--- config.mk ---
export PLATFORM = sky130hd
export DESIGN_NAME = piecewise_linear_temp_to_angle_top_flat
export DESIGN_NICKNAME = d
export VERILOG_FILES = /design/src/sv/pla_pkg.sv /design/src/sv/pla_temp_if.sv /design/src/sv/pla_angle_if.sv /design/src/sv/piecewise_linear_temp_to_angle_top.sv /design/src/sv/pla_seg.sv /design/src/sv/pla_div.sv /design/src/flat_wrapper.sv
export SDC_FILE = /design/constraint.sdc
export NUM_CORES = 1
export LEC_CHECK = 0
export BUFFER_PORTS_ARGS = -buffer_cell sky130_fd_sc_hd__buf_4
export CAP_MARGIN = 20
export CORE_UTILIZATION = 59
export DETAILED_ROUTE_END_ITERATION = 6
export PLACE_DENSITY = 0.79
export SYNTH_ARGS = -nofsm -noshare
export SYNTH_HDL_FRONTEND = slang
export SYNTH_SLANG_ARGS = --single-unit
export TNS_END_PERCENT = 10
--- constraint.sdc ---
create_clock -name clk -period 5.9 [get_ports clk]
set_input_delay 0.885 -clock clk [delete_from_list [all_inputs] [get_ports clk]]
set_output_delay 0.885 -clock clk [all_outputs]
set_load 0.1 [all_outputs]
--- src/sv/pla_pkg.sv ---
// Package for the piecewise-linear temperature-to-angle block.
// Breakpoint table, field widths and region codes; no dependencies.
`default_nettype none

package pla_pkg;

    // Field widths of the two channels
    localparam int TEMP_W   = 13;
    localparam int ANGLE_W  = 12;
    localparam int REGION_W = 2;

    // Breakpoint table in whole degrees (temperature, angle)
    localparam int TABLE_SIZE = 9;
    localparam int BP_TEMP  [TABLE_SIZE] = '{12, 50, 75, 100, 110, 120, 130, 140, 150};
    localparam int BP_ANGLE [TABLE_SIZE] = '{130, 110, 97, 78, 66, 52, 41, 35, 30};
    localparam int ANGLE_MAX = 130;

    // Segment index: 0 .. TABLE_SIZE
    localparam int SEG_W = $clog2(TABLE_SIZE + 1);
    localparam int SEG_N = 2 ** SEG_W;

    // Integer bits of the table's spans and values
    localparam int DT_BITS        = 6;  // largest temperature span is 38
    localparam int DA_BITS        = 5;  // largest angle drop is 20
    localparam int ANGLE_INT_BITS = 8;  // angles up to 130
    localparam int TEMP_INT_BITS  = 9;  // signed, breakpoints up to 150

    typedef enum logic [REGION_W-1:0] {
        REGION_BELOW = 2'd0,
        REGION_INNER = 2'd1,
        REGION_ABOVE = 2'd2
    } region_t;

endpackage

`default_nettype wire

--- src/sv/pla_temp_if.sv ---
// Input channel carrying one temperature sample per transfer.
// Depends on pla_pkg for the field width.
`default_nettype none

interface pla_temp_if;
    logic                               valid;
    logic                               ready;
    logic signed [pla_pkg::TEMP_W-1:0]  temp_sample;

    modport source (output valid, output temp_sample, input ready);
    modport sink   (input valid, input temp_sample, output ready);
endinterface

`default_nettype wire

--- src/sv/pla_angle_if.sv ---
// Output channel carrying one gauge angle and region code per transfer.
// Depends on pla_pkg for the field widths.
`default_nettype none

interface pla_angle_if;
    logic                           valid;
    logic                           ready;
    logic [pla_pkg::ANGLE_W-1:0]    angle_out;
    logic [pla_pkg::REGION_W-1:0]   region;

    modport source (output valid, output angle_out, output region, input ready);
    modport sink   (input valid, input angle_out, input region, output ready);
endinterface

`default_nettype wire

--- src/sv/piecewise_linear_temp_to_angle_top.sv ---
// Piecewise-linear temperature-to-gauge-angle mapping, five-stage pipeline.
// Throughput: one sample per cycle while not stalled; the
// whole pipeline holds while the output register is full and not taken.
// Reset (rst_n, asynchronous, active low) clears all stage valid bits.
// Depends on pla_pkg, pla_temp_if, pla_angle_if, pla_seg and pla_div.
`default_nettype none

module piecewise_linear_temp_to_angle_top #(
    parameter int TABLE_POINTS = 9,
    parameter int FRAC_BITS    = 4
) (
    input  wire logic       clk,
    input  wire logic       rst_n,
    pla_temp_if.sink        sample,
    pla_angle_if.source     result
);
    import pla_pkg::*;

    localparam int OFFS_W = FRAC_BITS + DT_BITS;
    localparam int M_W    = OFFS_W + DA_BITS + 1;
    localparam int R_W    = M_W + DT_BITS;
    localparam int ANG_W  = FRAC_BITS + ANGLE_INT_BITS;
    localparam int POINTS = (TABLE_POINTS < TABLE_SIZE) ? TABLE_POINTS : TABLE_SIZE;

    // Pipeline advances whenever the output register is free or being taken
    logic en;
    logic v5_reg;

    assign en           = !v5_reg || result.ready;
    assign sample.ready = en;

    // Stages 1-2
    logic               seg_valid;
    logic [OFFS_W-1:0]  offs;
    logic [DA_BITS-1:0] da_mag;
    logic [DT_BITS-1:0] dt_m1;
    logic [R_W-1:0]     recip;
    logic [ANG_W-1:0]   base;
    region_t            seg_region;

    pla_seg #(
        .TABLE_POINTS (TABLE_POINTS),
        .FRAC_BITS    (FRAC_BITS)
    ) u_seg (
        .clk       (clk),
        .rst_n     (rst_n),
        .en        (en),
        .in_valid  (sample.valid),
        .temp      (sample.temp_sample),
        .seg_valid (seg_valid),
        .offs      (offs),
        .da_mag    (da_mag),
        .dt_m1     (dt_m1),
        .recip     (recip),
        .base      (base),
        .region    (seg_region)
    );

    // Stages 3-4
    logic               div_valid;
    logic [ANG_W-1:0]   drop;
    logic [ANG_W-1:0]   div_base;
    region_t            div_region;

    pla_div #(
        .FRAC_BITS (FRAC_BITS)
    ) u_div (
        .clk        (clk),
        .rst_n      (rst_n),
        .en         (en),
        .seg_valid  (seg_valid),
        .offs       (offs),
        .da_mag     (da_mag),
        .dt_m1      (dt_m1),
        .recip      (recip),
        .base       (base),
        .region     (seg_region),
        .div_valid  (div_valid),
        .drop       (drop),
        .div_base   (div_base),
        .div_region (div_region)
    );

    // Stage 5: subtract, clamp to 0..ANGLE_MAX, output register
    localparam logic [ANG_W-1:0] AMAX = ANG_W'(ANGLE_MAX * (1 << FRAC_BITS));

    logic signed [ANG_W:0]  angle_diff;
    logic [ANG_W-1:0]       angle_next;
    logic [ANG_W-1:0]       angle_reg;
    region_t                region_reg;

    assign angle_diff = signed'({1'b0, div_base}) - signed'({1'b0, drop});

    always_comb
    begin
        if (angle_diff < 0)
        begin
            angle_next = '0;
        end
        else if (angle_diff[ANG_W-1:0] > AMAX)
        begin
            angle_next = AMAX;
        end
        else
        begin
            angle_next = angle_diff[ANG_W-1:0];
        end
    end

    always_ff @(posedge clk or negedge rst_n)
    begin
        if (!rst_n)
        begin
            v5_reg <= 1'b0;
        end
        else if (en)
        begin
            v5_reg <= div_valid;
        end
    end

    always_ff @(posedge clk)
    begin
        if (en)
        begin
            angle_reg  <= angle_next;
            region_reg <= div_region;
        end
    end

    assign result.valid     = v5_reg;
    assign result.angle_out = ANGLE_W'(angle_reg);
    assign result.region    = region_reg;

    // Checks
    localparam logic [ANGLE_W-1:0] FIRST_ANGLE =
        ANGLE_W'(BP_ANGLE[0] * (1 << FRAC_BITS));
    localparam logic [ANGLE_W-1:0] LAST_ANGLE =
        ANGLE_W'(BP_ANGLE[POINTS-1] * (1 << FRAC_BITS));

    // A result waiting for the sink stays put
    a_result_holds: assert property (@(posedge clk) disable iff (!rst_n)
        result.valid && !result.ready |=>
            result.valid && $stable(result.angle_out) && $stable(result.region))
        else $error("waiting result changed");

    // A stalled pipeline keeps its occupancy
    a_stall_holds: assert property (@(posedge clk) disable iff (!rst_n)
        !en |=> $stable({seg_valid, div_valid, v5_reg}))
        else $error("pipeline moved while stalled");

    // Below-table results carry the first angle
    a_below_angle: assert property (@(posedge clk) disable iff (!rst_n)
        result.valid && (result.region == REGION_BELOW) |-> result.angle_out == FIRST_ANGLE)
        else $error("below-table angle wrong");

    // Above-table results carry the last angle
    a_above_angle: assert property (@(posedge clk) disable iff (!rst_n)
        result.valid && (result.region == REGION_ABOVE) |-> result.angle_out == LAST_ANGLE)
        else $error("above-table angle wrong");

endmodule

`default_nettype wire

--- src/sv/pla_seg.sv ---
// Stages 1 and 2: breakpoint search and segment set-up (offset, slope terms).
// Depends on pla_pkg.
`default_nettype none

module pla_seg #(
    parameter int TABLE_POINTS = 9,
    parameter int FRAC_BITS    = 4
) (
    input  wire logic                                           clk,
    input  wire logic                                           rst_n,
    input  wire logic                                           en,
    input  wire logic                                           in_valid,
    input  wire logic signed [pla_pkg::TEMP_W-1:0]              temp,
    output logic                                                seg_valid,
    output logic [FRAC_BITS+pla_pkg::DT_BITS-1:0]               offs,
    output logic [pla_pkg::DA_BITS-1:0]                         da_mag,
    output logic [pla_pkg::DT_BITS-1:0]                         dt_m1,
    output logic [FRAC_BITS+2*pla_pkg::DT_BITS+pla_pkg::DA_BITS:0] recip,
    output logic [FRAC_BITS+pla_pkg::ANGLE_INT_BITS-1:0]        base,
    output pla_pkg::region_t                                    region
);
    import pla_pkg::*;

    localparam int POINTS = (TABLE_POINTS < TABLE_SIZE) ? TABLE_POINTS : TABLE_SIZE;
    localparam int BPT_W  = TEMP_INT_BITS + FRAC_BITS;
    localparam int CMP_W  = ((TEMP_W > BPT_W) ? TEMP_W : BPT_W) + 1;
    localparam int OFFS_W = FRAC_BITS + DT_BITS;
    localparam int M_W    = OFFS_W + DA_BITS + 1;
    localparam int K      = M_W + DT_BITS;
    localparam int R_W    = K;
    localparam int ANG_W  = FRAC_BITS + ANGLE_INT_BITS;

    // Constant tables, scaled to the fixed-point format
    logic signed [BPT_W-1:0]   bps      [SEG_N];
    logic [ANG_W-1:0]          base_tab [SEG_N];
    logic [R_W-1:0]            recip_tab[SEG_N];
    logic [DT_BITS-1:0]        dtm1_tab [SEG_N];
    logic [DA_BITS-1:0]        da_tab   [SEG_N];

    for (genvar i = 0; i < SEG_N; i++) begin : g_tab
        if (i < TABLE_SIZE) begin : g_pt
            assign bps[i]      = BPT_W'(BP_TEMP[i] * (1 << FRAC_BITS));
            assign base_tab[i] = ANG_W'(BP_ANGLE[i] * (1 << FRAC_BITS));
        end else begin : g_nopt
            assign bps[i]      = '0;
            assign base_tab[i] = '0;
        end
        if (i >= 1 && i < TABLE_SIZE) begin : g_sp
            localparam int     DT    = BP_TEMP[i] - BP_TEMP[i-1];
            // ceil(2^K / DT): exact floor division for all numerators below 2^M_W
            localparam longint RECIP = ((longint'(1) << K) + longint'(DT) - 1) / DT;
            assign recip_tab[i] = R_W'(RECIP);
            assign dtm1_tab[i]  = DT_BITS'(DT - 1);
            assign da_tab[i]    = DA_BITS'(BP_ANGLE[i-1] - BP_ANGLE[i]);
        end else begin : g_nosp
            assign recip_tab[i] = '0;
            assign dtm1_tab[i]  = '0;
            assign da_tab[i]    = '0;
        end
    end

    // Stage 1: count breakpoints at or below the sample
    logic signed [TEMP_W-1:0]  t_reg;
    logic [SEG_W-1:0]          n_reg, n_next;
    logic                      v1_reg;

    always_comb
    begin
        n_next = '0;
        for (int i = 0; i < POINTS; i++)
        begin
            if (CMP_W'(temp) >= CMP_W'(bps[i]))
            begin
                n_next = SEG_W'(i + 1);
            end
        end
    end

    always_ff @(posedge clk or negedge rst_n)
    begin
        if (!rst_n)
        begin
            v1_reg <= 1'b0;
        end
        else if (en)
        begin
            v1_reg <= in_valid;
        end
    end

    always_ff @(posedge clk)
    begin
        if (en)
        begin
            t_reg <= temp;
            n_reg <= n_next;
        end
    end

    // Stage 2: pick segment, offset into it and slope terms
    logic [SEG_W-1:0]          lo;
    logic signed [CMP_W-1:0]   diff;
    logic [OFFS_W-1:0]         offs_next, offs_reg;
    logic [DA_BITS-1:0]        da_next, da_reg;
    logic [DT_BITS-1:0]        dtm1_next, dtm1_reg;
    logic [R_W-1:0]            recip_next, recip_reg;
    logic [ANG_W-1:0]          base_next, base_reg;
    region_t                   region_next, region_reg;
    logic                      v2_reg;

    assign lo   = n_reg - SEG_W'(1);
    assign diff = CMP_W'(t_reg) - CMP_W'(bps[lo]);

    // Edge regions use a zero offset so the later divide yields zero
    always_comb
    begin
        offs_next   = '0;
        da_next     = '0;
        dtm1_next   = '0;
        recip_next  = '0;
        base_next   = base_tab[0];
        region_next = REGION_BELOW;
        if (n_reg == '0)
        begin
            base_next   = base_tab[0];
            region_next = REGION_BELOW;
        end
        else if (n_reg >= SEG_W'(POINTS))
        begin
            base_next   = base_tab[POINTS-1];
            region_next = REGION_ABOVE;
        end
        else
        begin
            offs_next   = diff[OFFS_W-1:0];
            da_next     = da_tab[n_reg];
            dtm1_next   = dtm1_tab[n_reg];
            recip_next  = recip_tab[n_reg];
            base_next   = base_tab[lo];
            region_next = REGION_INNER;
        end
    end

    always_ff @(posedge clk or negedge rst_n)
    begin
        if (!rst_n)
        begin
            v2_reg <= 1'b0;
        end
        else if (en)
        begin
            v2_reg <= v1_reg;
        end
    end

    always_ff @(posedge clk)
    begin
        if (en)
        begin
            offs_reg   <= offs_next;
            da_reg     <= da_next;
            dtm1_reg   <= dtm1_next;
            recip_reg  <= recip_next;
            base_reg   <= base_next;
            region_reg <= region_next;
        end
    end

    assign seg_valid = v2_reg;
    assign offs      = offs_reg;
    assign da_mag    = da_reg;
    assign dt_m1     = dtm1_reg;
    assign recip     = recip_reg;
    assign base      = base_reg;
    assign region    = region_reg;

endmodule

`default_nettype wire

--- src/sv/pla_div.sv ---
// Stages 3 and 4: offset times angle drop, then ceiling divide by the span
// through a reciprocal multiply. Depends on pla_pkg.
`default_nettype none

module pla_div #(
    parameter int FRAC_BITS = 4
) (
    input  wire logic                                               clk,
    input  wire logic                                               rst_n,
    input  wire logic                                               en,
    input  wire logic                                               seg_valid,
    input  wire logic [FRAC_BITS+pla_pkg::DT_BITS-1:0]              offs,
    input  wire logic [pla_pkg::DA_BITS-1:0]                        da_mag,
    input  wire logic [pla_pkg::DT_BITS-1:0]                        dt_m1,
    input  wire logic [FRAC_BITS+2*pla_pkg::DT_BITS+pla_pkg::DA_BITS:0] recip,
    input  wire logic [FRAC_BITS+pla_pkg::ANGLE_INT_BITS-1:0]       base,
    input  wire pla_pkg::region_t                                   region,
    output logic                                                    div_valid,
    output logic [FRAC_BITS+pla_pkg::ANGLE_INT_BITS-1:0]            drop,
    output logic [FRAC_BITS+pla_pkg::ANGLE_INT_BITS-1:0]            div_base,
    output pla_pkg::region_t                                        div_region
);
    import pla_pkg::*;

    localparam int OFFS_W = FRAC_BITS + DT_BITS;
    localparam int M_W    = OFFS_W + DA_BITS + 1;
    localparam int K      = M_W + DT_BITS;
    localparam int R_W    = K;
    localparam int ANG_W  = FRAC_BITS + ANGLE_INT_BITS;

    // Stage 3: numerator of the ceiling divide, offs*|da| + dt - 1
    logic [M_W-1:0]     m_next, m_reg;
    logic [R_W-1:0]     recip_reg;
    logic [ANG_W-1:0]   base3_reg;
    region_t            region3_reg;
    logic               v3_reg;

    assign m_next = M_W'(offs) * M_W'(da_mag) + M_W'(dt_m1);

    always_ff @(posedge clk or negedge rst_n)
    begin
        if (!rst_n)
        begin
            v3_reg <= 1'b0;
        end
        else if (en)
        begin
            v3_reg <= seg_valid;
        end
    end

    always_ff @(posedge clk)
    begin
        if (en)
        begin
            m_reg       <= m_next;
            recip_reg   <= recip;
            base3_reg   <= base;
            region3_reg <= region;
        end
    end

    // Stage 4: quotient by reciprocal multiply and shift
    logic [M_W+R_W-1:0] prod;
    logic [ANG_W-1:0]   q_reg;
    logic [ANG_W-1:0]   base4_reg;
    region_t            region4_reg;
    logic               v4_reg;

    assign prod = (M_W+R_W)'(m_reg) * (M_W+R_W)'(recip_reg);

    always_ff @(posedge clk or negedge rst_n)
    begin
        if (!rst_n)
        begin
            v4_reg <= 1'b0;
        end
        else if (en)
        begin
            v4_reg <= v3_reg;
        end
    end

    always_ff @(posedge clk)
    begin
        if (en)
        begin
            q_reg       <= prod[K +: ANG_W];
            base4_reg   <= base3_reg;
            region4_reg <= region3_reg;
        end
    end

    assign div_valid  = v4_reg;
    assign drop       = q_reg;
    assign div_base   = base4_reg;
    assign div_region = region4_reg;

endmodule

`default_nettype wire
--- src/flat_wrapper.sv ---
// flat-port wrapper written by rule: the top's interface ports become plain ports
module piecewise_linear_temp_to_angle_top_flat import pla_pkg::*;
#(
    parameter int TABLE_POINTS = 9,
    parameter int FRAC_BITS    = 4
)
  (clk, rst_n, sample_valid, sample_temp_sample, sample_ready, result_valid, result_angle_out, result_region, result_ready);
  pla_temp_if sample_i ();
  pla_angle_if result_i ();
  input  wire logic clk;
  input  wire logic rst_n;
  input wire logic [$bits(sample_i.valid)-1:0] sample_valid;
  input wire logic [$bits(sample_i.temp_sample)-1:0] sample_temp_sample;
  output wire logic [$bits(sample_i.ready)-1:0] sample_ready;
  output wire logic [$bits(result_i.valid)-1:0] result_valid;
  output wire logic [$bits(result_i.angle_out)-1:0] result_angle_out;
  output wire logic [$bits(result_i.region)-1:0] result_region;
  input wire logic [$bits(result_i.ready)-1:0] result_ready;
  assign sample_i.valid = sample_valid;
  assign sample_i.temp_sample = sample_temp_sample;
  assign sample_ready = sample_i.ready;
  assign result_valid = result_i.valid;
  assign result_angle_out = result_i.angle_out;
  assign result_region = result_i.region;
  assign result_i.ready = result_ready;
  piecewise_linear_temp_to_angle_top #(.TABLE_POINTS(TABLE_POINTS), .FRAC_BITS(FRAC_BITS)) u_core (.clk(clk), .rst_n(rst_n), .sample(sample_i), .result(result_i));
endmodule
# --- Word level (Yosys, flattened, before mapping) ---
# Memory sizes are Yosys's and may differ from the RTL's. A register that Yosys moved wholly into a read port is not among the register bits.
# Index checks and enable logic that the tools add are counted.
word_totals:
  regBits: 135
  word_cells: 69
  mem_count: 5
  romBits: 928
classes:
  n_mux: 15
  bitwise: 2
  multipliers: 2
  n_addsub: 4
  magnitude_cmp: 13
  n_reduce_logical: 6
memory_table:
  columns: ["name", "depth", "word_bits", "rd", "rd_ports_with_merged_regs", "write_ports", "line", "rtl"]
  rows:
  - ["(name not given)", 16, 22, 1, 1, 0, "pla_seg.sv:138", "recip_next = recip_tab[n_reg];"]
  - ["(name not given)", 16, 13, 1, 0, 0, "pla_seg.sv:112", "assign diff = CMP_W'(t_reg) - CMP_W'(bps[lo]);"]
  - ["(name not given)", 16, 12, 1, 0, 0, "pla_seg.sv:139", "base_next = base_tab[lo];"]
  - ["(name not given)", 16, 6, 1, 1, 0, "pla_seg.sv:137", "dtm1_next = dtm1_tab[n_reg];"]
  - ["(name not given)", 16, 5, 1, 1, 0, "pla_seg.sv:136", "da_next = da_tab[n_reg];"]
ops:
  columns: ["operator", "count"]
  rows:
  - ["greater-or-equal comparator 13 x 12 -> 1 bit (second input constant)", 4]
  - ["two-way mux 12 bit", 4]
  - ["greater-or-equal comparator 13 bit (second input constant)", 3]
  - ["multiplier 16 x 22 -> 34 bit", 1]
  - ["two-way mux 10 bit", 2]
  - ["adder 15 x 6 -> 16 bit", 1]
  - ["two-way mux 4 bit", 4]
  - ["multiplier 10 x 5 -> 15 bit", 1]
  - ["greater-or-equal comparator 13 x 11 -> 1 bit (second input constant)", 1]
  - ["greater-or-equal comparator 13 x 9 -> 1 bit (second input constant)", 1]
  - ["< comparator 13 x 1 -> 1 bit (second input constant)", 1]
  - ["subtractor 12 x 12 -> 13 bit", 1]
  - ["> comparator 12 bit (second input constant)", 1]
  - ["NOT 4 -> 5 bit", 2]
  - ["subtractor 10 bit", 1]
  - ["two-way mux 2 bit", 3]
  - ["OR reduction 2 bit", 3]
  - ["greater-or-equal comparator 5 bit (second input constant)", 1]
  - ["greater-or-equal comparator 4 bit (second input constant)", 1]
  - ["zero test 4 bit", 1]
  - ["subtractor 4 x 1 -> 4 bit (second input constant)", 1]
  - ["two-way mux 1 bit", 2]
  - ["zero test 1 bit", 1]
  - ["logical OR 1 bit", 1]

# --- Depth between registers and ports, before layout ---
logic_depth:
  depth_word: 9
  mapped_depth: 25

# --- Modules after synthesis ---
# A second synthesis with hierarchy kept.
unflattened:
  hier_cells: 1825
  hier_area_um2: 18432.7
modules_own_cells:
  columns: ["module", "seq_area_each_um2", "area_per_inst_um2", "cells_each", "n_inst"]
  rows:
  - ["pla_div", 2392.3, 14388.8, 1451, 1]
  - ["pla_seg", 1461.4, 2686.3, 225, 1]
  - ["piecewise_linear_temp_to_angle_top", 445.4, 1357.6, 149, 1]

# --- Worst setup path before layout ---
# OpenSTA, ideal clock, no wires.
synth_timing:
  kind: "register -> register"
  from: "reg u_core.u_div.recip_reg[15]"
  to: "reg u_core.u_div.q_reg[10], in the netlist u_core.u_div.drop[10], data pin"
  required_time_ns: 5.642
  stages_incl_launch_ff: 23
  path_slack_ns: -0.217
  n_path_buf: 1
  t_arrival_ns: 5.859
  period_less_slack_ns: 6.117
  path_cell_list: "edfxtp_1 -> clkbuf_1 -> nand2_1 -> inv_1 -> fa_1 -> inv_1 -> fa_1 -> inv_1 -> fa_1 -> fa_1 -> fa_1 -> inv_1 -> fa_1 -> inv_1 -> ha_1 -> a21o_1 -> a21o_1 -> a2111oi_2 -> o31ai_1 -> o2111ai_2 -> nand3b_1 -> a21oi_1 -> xnor2_1"
synth_via:
  elab_chain_cells: 1
synth_rtl:
  columns: ["element", "line", "rtl"]
  rows:
  - ["start, declared", "pla_div.sv:33", "logic [R_W-1:0] recip_reg;"]
  - ["start signal, assigned", "pla_div.sv:57", "recip_reg <= recip;"]
  - ["multiplier 16 x 22 -> 34 bit", "pla_div.sv:70", "assign prod = (M_W+R_W)'(m_reg) * (M_W+R_W)'(recip_reg);"]
  - ["via u_core.u_div.prod[32]", "pla_div.sv:64", "logic [M_W+R_W-1:0] prod;"]
  - ["end signal, assigned", "pla_div.sv:88", "q_reg <= prod[K +: ANG_W];"]
  - ["end, declared", "pla_div.sv:65", "logic [ANG_W-1:0] q_reg;"]
# The timed path passes the listed nets, and every way through them passes these cells.
# A chain may end at the register's enable or synchronous reset.

# --- Final worst setup path ---
layout_timing:
  from: "reg u_core.u_div.m_reg[3]"
  to: "reg u_core.u_div.q_reg[11], in the netlist u_core.u_div.drop[11], data pin"
layout_via:
  elab_chain_cells: 1
layout_rtl:
  columns: ["element", "line", "rtl"]
  rows:
  - ["start, declared", "pla_div.sv:32", "logic [M_W-1:0] m_next, m_reg;"]
  - ["start signal, assigned", "pla_div.sv:56", "m_reg <= m_next;"]
  - ["multiplier 16 x 22 -> 34 bit", "pla_div.sv:70", null]
  - ["via u_core.u_div.prod[33]", "pla_div.sv:64", null]
# The timed path passes the listed nets, and every way through them passes these cells.

==> flow_metrics.tcl <==
set metrics [dict create \
    status "finished with violations" \
    violations "setup timing" \
    largest_reg_flops 16 \
    diodes 0 \
    yosysSeqAreaShare_pct 24.0 \
    yosysMostFrequentCell "inv_1" \
    crit_path_start_kind "flop" \
    max_slew.worst_pin.slew_ps 590 \
    area_growth_pct 19.2 \
    cts_sinks 121 \
    clk-insertion-delay-late_ps 430 \
    crit_fanout 5 \
    ctsHoldBuffers 0 \
    antenna_found_initial 0 \
    synth.area.top_cells "fa_1, edfxtp_1, ha_1" \
    grt_pass1_vias 11300 \
    ys_warn_count 0 \
    finalMaxSlewViolations 0 \
    grt_max_degree 90 \
    grt_pass1_wl_mm 59.3 \
    crit_family "adder cells" \
    route.detailed.drc 0 \
    ys_async_sr_fraction_pct 4.13 \
    cts-root-buf "clkbuf_16" \
    dieWidth_um 162 \
    start_util_pct 59.9 \
    crit_required_ps 6050 \
    core_um2 25100 \
    netlist.area_leader.share_pct 30.2 \
    wl_met2_mm 18.2 \
    synth_flop_cell "edfxtp_1" \
    path_class "reg2reg" \
    fmax_ghz 0.163 \
    die_height_um 162 \
    global_route.overflow_total 0 \
    fin_nets 2084 \
    die_area_um2 26100 \
    numCtsBuffers 17 \
    rsz0062_at_grt "yes" \
    slowest_delay_ps 550 \
    synth_enable_flop_cells 116 \
    routed_wl_mm 37.3 \
    numPortBuffers 32 \
    cts_tree "built" \
    dp_hpwl_mm 30.5 \
    layout-drive-gt1-share_pct 20.3 \
    top_layer_used "met4" \
    syn-cell-area_um2 15000 \
    worstPathArrival_ps 6300 \
    fin_crit_ps 6140 \
    synth_cell_types 65 \
    grtUsageTotal_pct 30.1 \
    critPathBufInv 6 \
    ys_ff_latch 121 \
    via_per_inst 5.34 \
    fin_worst_skew_ps 20.1 \
    fin_ws_ps -241 \
    ant_nets 0 \
    drt_iter0_drc 726 \
    path_cells "buf_4 -> and2_1 -> ha_1 -> inv_1 -> fa_1 -> fa_1 -> inv_1 -> fa_1 -> fa_1 -> inv_1 -> fa_1 -> inv_1 -> ha_4 -> nand4_1 -> a2111o_1 -> nor4_4 -> o2111ai_2 -> buf_4 -> a31oi_4 -> xnor2_2" \
    path_clk_slew_ps 70 \
    setup_violations 8 \
    finalHoldViolations 0 \
    cts_buffer_depth 2 \
    syn-mean-instance-area_um2 10.3 \
    cap_violations 0 \
    synth_nets 1890 \
    worstHoldPathType "in2async" \
    rows 58 \
    gp_congestion 0.986 \
    crit_top_cell "fa_1" \
    htreeDepth 4 \
    fin_crit_sh_pct 104 \
    endpoint_kind "flop" \
    synth_top_area_cell "fa_1" \
    wl_met1_mm 16.6 \
    num_vias 10600 \
    setup_tns_ps -1050 \
    relSlewSlack_pct 60.1 \
    route.detailed.wl_per_inst_um 18.7 \
    synthCells 1456 \
    synth.top_cells.by_count "inv_1, fa_1, ha_1" \
    ioPinCount 33 \
    cp_slowest_cell "fa_1" \
    dr.pass1.iters 5 \
    wl_met3_mm 1.86 \
]
worst reg2reg max path, delay by kind of cell (launching register included):
family	cells	cell delay [ps]
fa+ha+maj	7	3140
compound gates	3	830
simple gates	3	640
xor+xnor	1	80
flops	1	530
buf+inv	6	620
cells by family after synthesis:
kind of cell	synth area share [%]
multiplexers	0.599
AO/OA/AOI/OAI	5.79
adder cells (fa/ha/maj)	46.0
buffers and inverters	10.5
AND/OR/NAND/NOR	10.2
flip-flops	24.0
XOR/XNOR	2.90
per-stage QoR:
step           cell area, um2  setup slack (ps)  cells  hold slack, ps  utilization, %
3_5_place_dp            16700              -485   1932             405            66.4
3_3_place_gp            16700              -373   1932             401            66.4
5_1_grt                 17900              -402   1993             243            71.4
6_report                17900              -241   1993             248            71.4
2_1_floorplan           15100             -30.1   1456             400               -
4_1_cts                 17800              -215   1989             230            70.8
what timing repair did:
| item | in CTS | in global routing |
|---|---|---|
| hold endpoints to repair | 0 | 0 |
| pin swaps | 90 | 43 |
| buffers inserted | 25 | 4 |
| resized for setup | 80 | 26 |
| setup endpoints to repair | 11 | 12 |
cells in the final DEF, fill, tap and decap left out, types with 4 or more instances in the layout:
cell / instances
nand4_1: 4
ha_1: 179
nor2b_1: 7
fa_2: 16
inv_2: 25
edfxtp_1: 116
mux2_2: 4
buf_6: 14
a21oi_2: 10
a31oi_1: 4
ha_4: 10
nor3_1: 13
dfrtp_1: 5
and2_1: 75
bufinv_16: 4
o21ai_1: 5
a21o_1: 14
inv_1: 369
and3_1: 5
and2_4: 5
xor2_1: 16
o21a_1: 6
a21boi_0: 4
nand2_1: 116
clkinv_4: 5
buf_4: 183
clkbuf_16: 17
o21bai_1: 5
nand3_1: 10
o21ai_0: 17
xnor2_1: 31
fa_1: 211
nand2_2: 8
nand2b_1: 4
nor2_1: 47
a21oi_1: 23
area by class of cell:
| cell class | count | area [um2] |
|---|---|---|
| clock buffers | 20 | 447 |
| clock inverters | 12 | 190 |
| fillers | 1820 | 7190 |
| inverters | 395 | 1490 |
| multi-input cells | 916 | 10200 |
| flip-flops and latches | 121 | 3610 |
| well taps | 330 | 413 |
| repair buffers | 199 | 1560 |
layer usage:
metal  track usage (%)  vias to the layer above
li1                  -                     4924
met1              41.6                     5388
met2              50.7                      286
met3              4.11                       47
met4              7.33                        0
met5                 0                        -
worst paths after layout:
path                                                     start                                 end  slack [ps]  depth (start not counted)
max                            u_core.u_div.m_reg[3]$_DFFE_PP_     u_core.u_div.drop[11]$_DFFE_PP_        -240                         20
min                                                      rst_n     u_core.result.valid$_DFFE_PN0P_         250                          1
max reg2reg                    u_core.u_div.m_reg[3]$_DFFE_PP_     u_core.u_div.drop[11]$_DFFE_PP_        -240                         20
min reg2reg                u_core.u_div.base3_reg[6]$_DFFE_PP_  u_core.u_div.div_base[6]$_DFFE_PP_         420                          0
max in group asynchronous                                rst_n     u_core.u_seg.v1_reg$_DFFE_PN0P_        5550                          1
min in group clk           u_core.u_div.base3_reg[6]$_DFFE_PP_  u_core.u_div.div_base[6]$_DFFE_PP_         420                          0
Power is not shown: default switching activity piles up to over one toggle a cycle in this logic, so the estimate is an artifact.
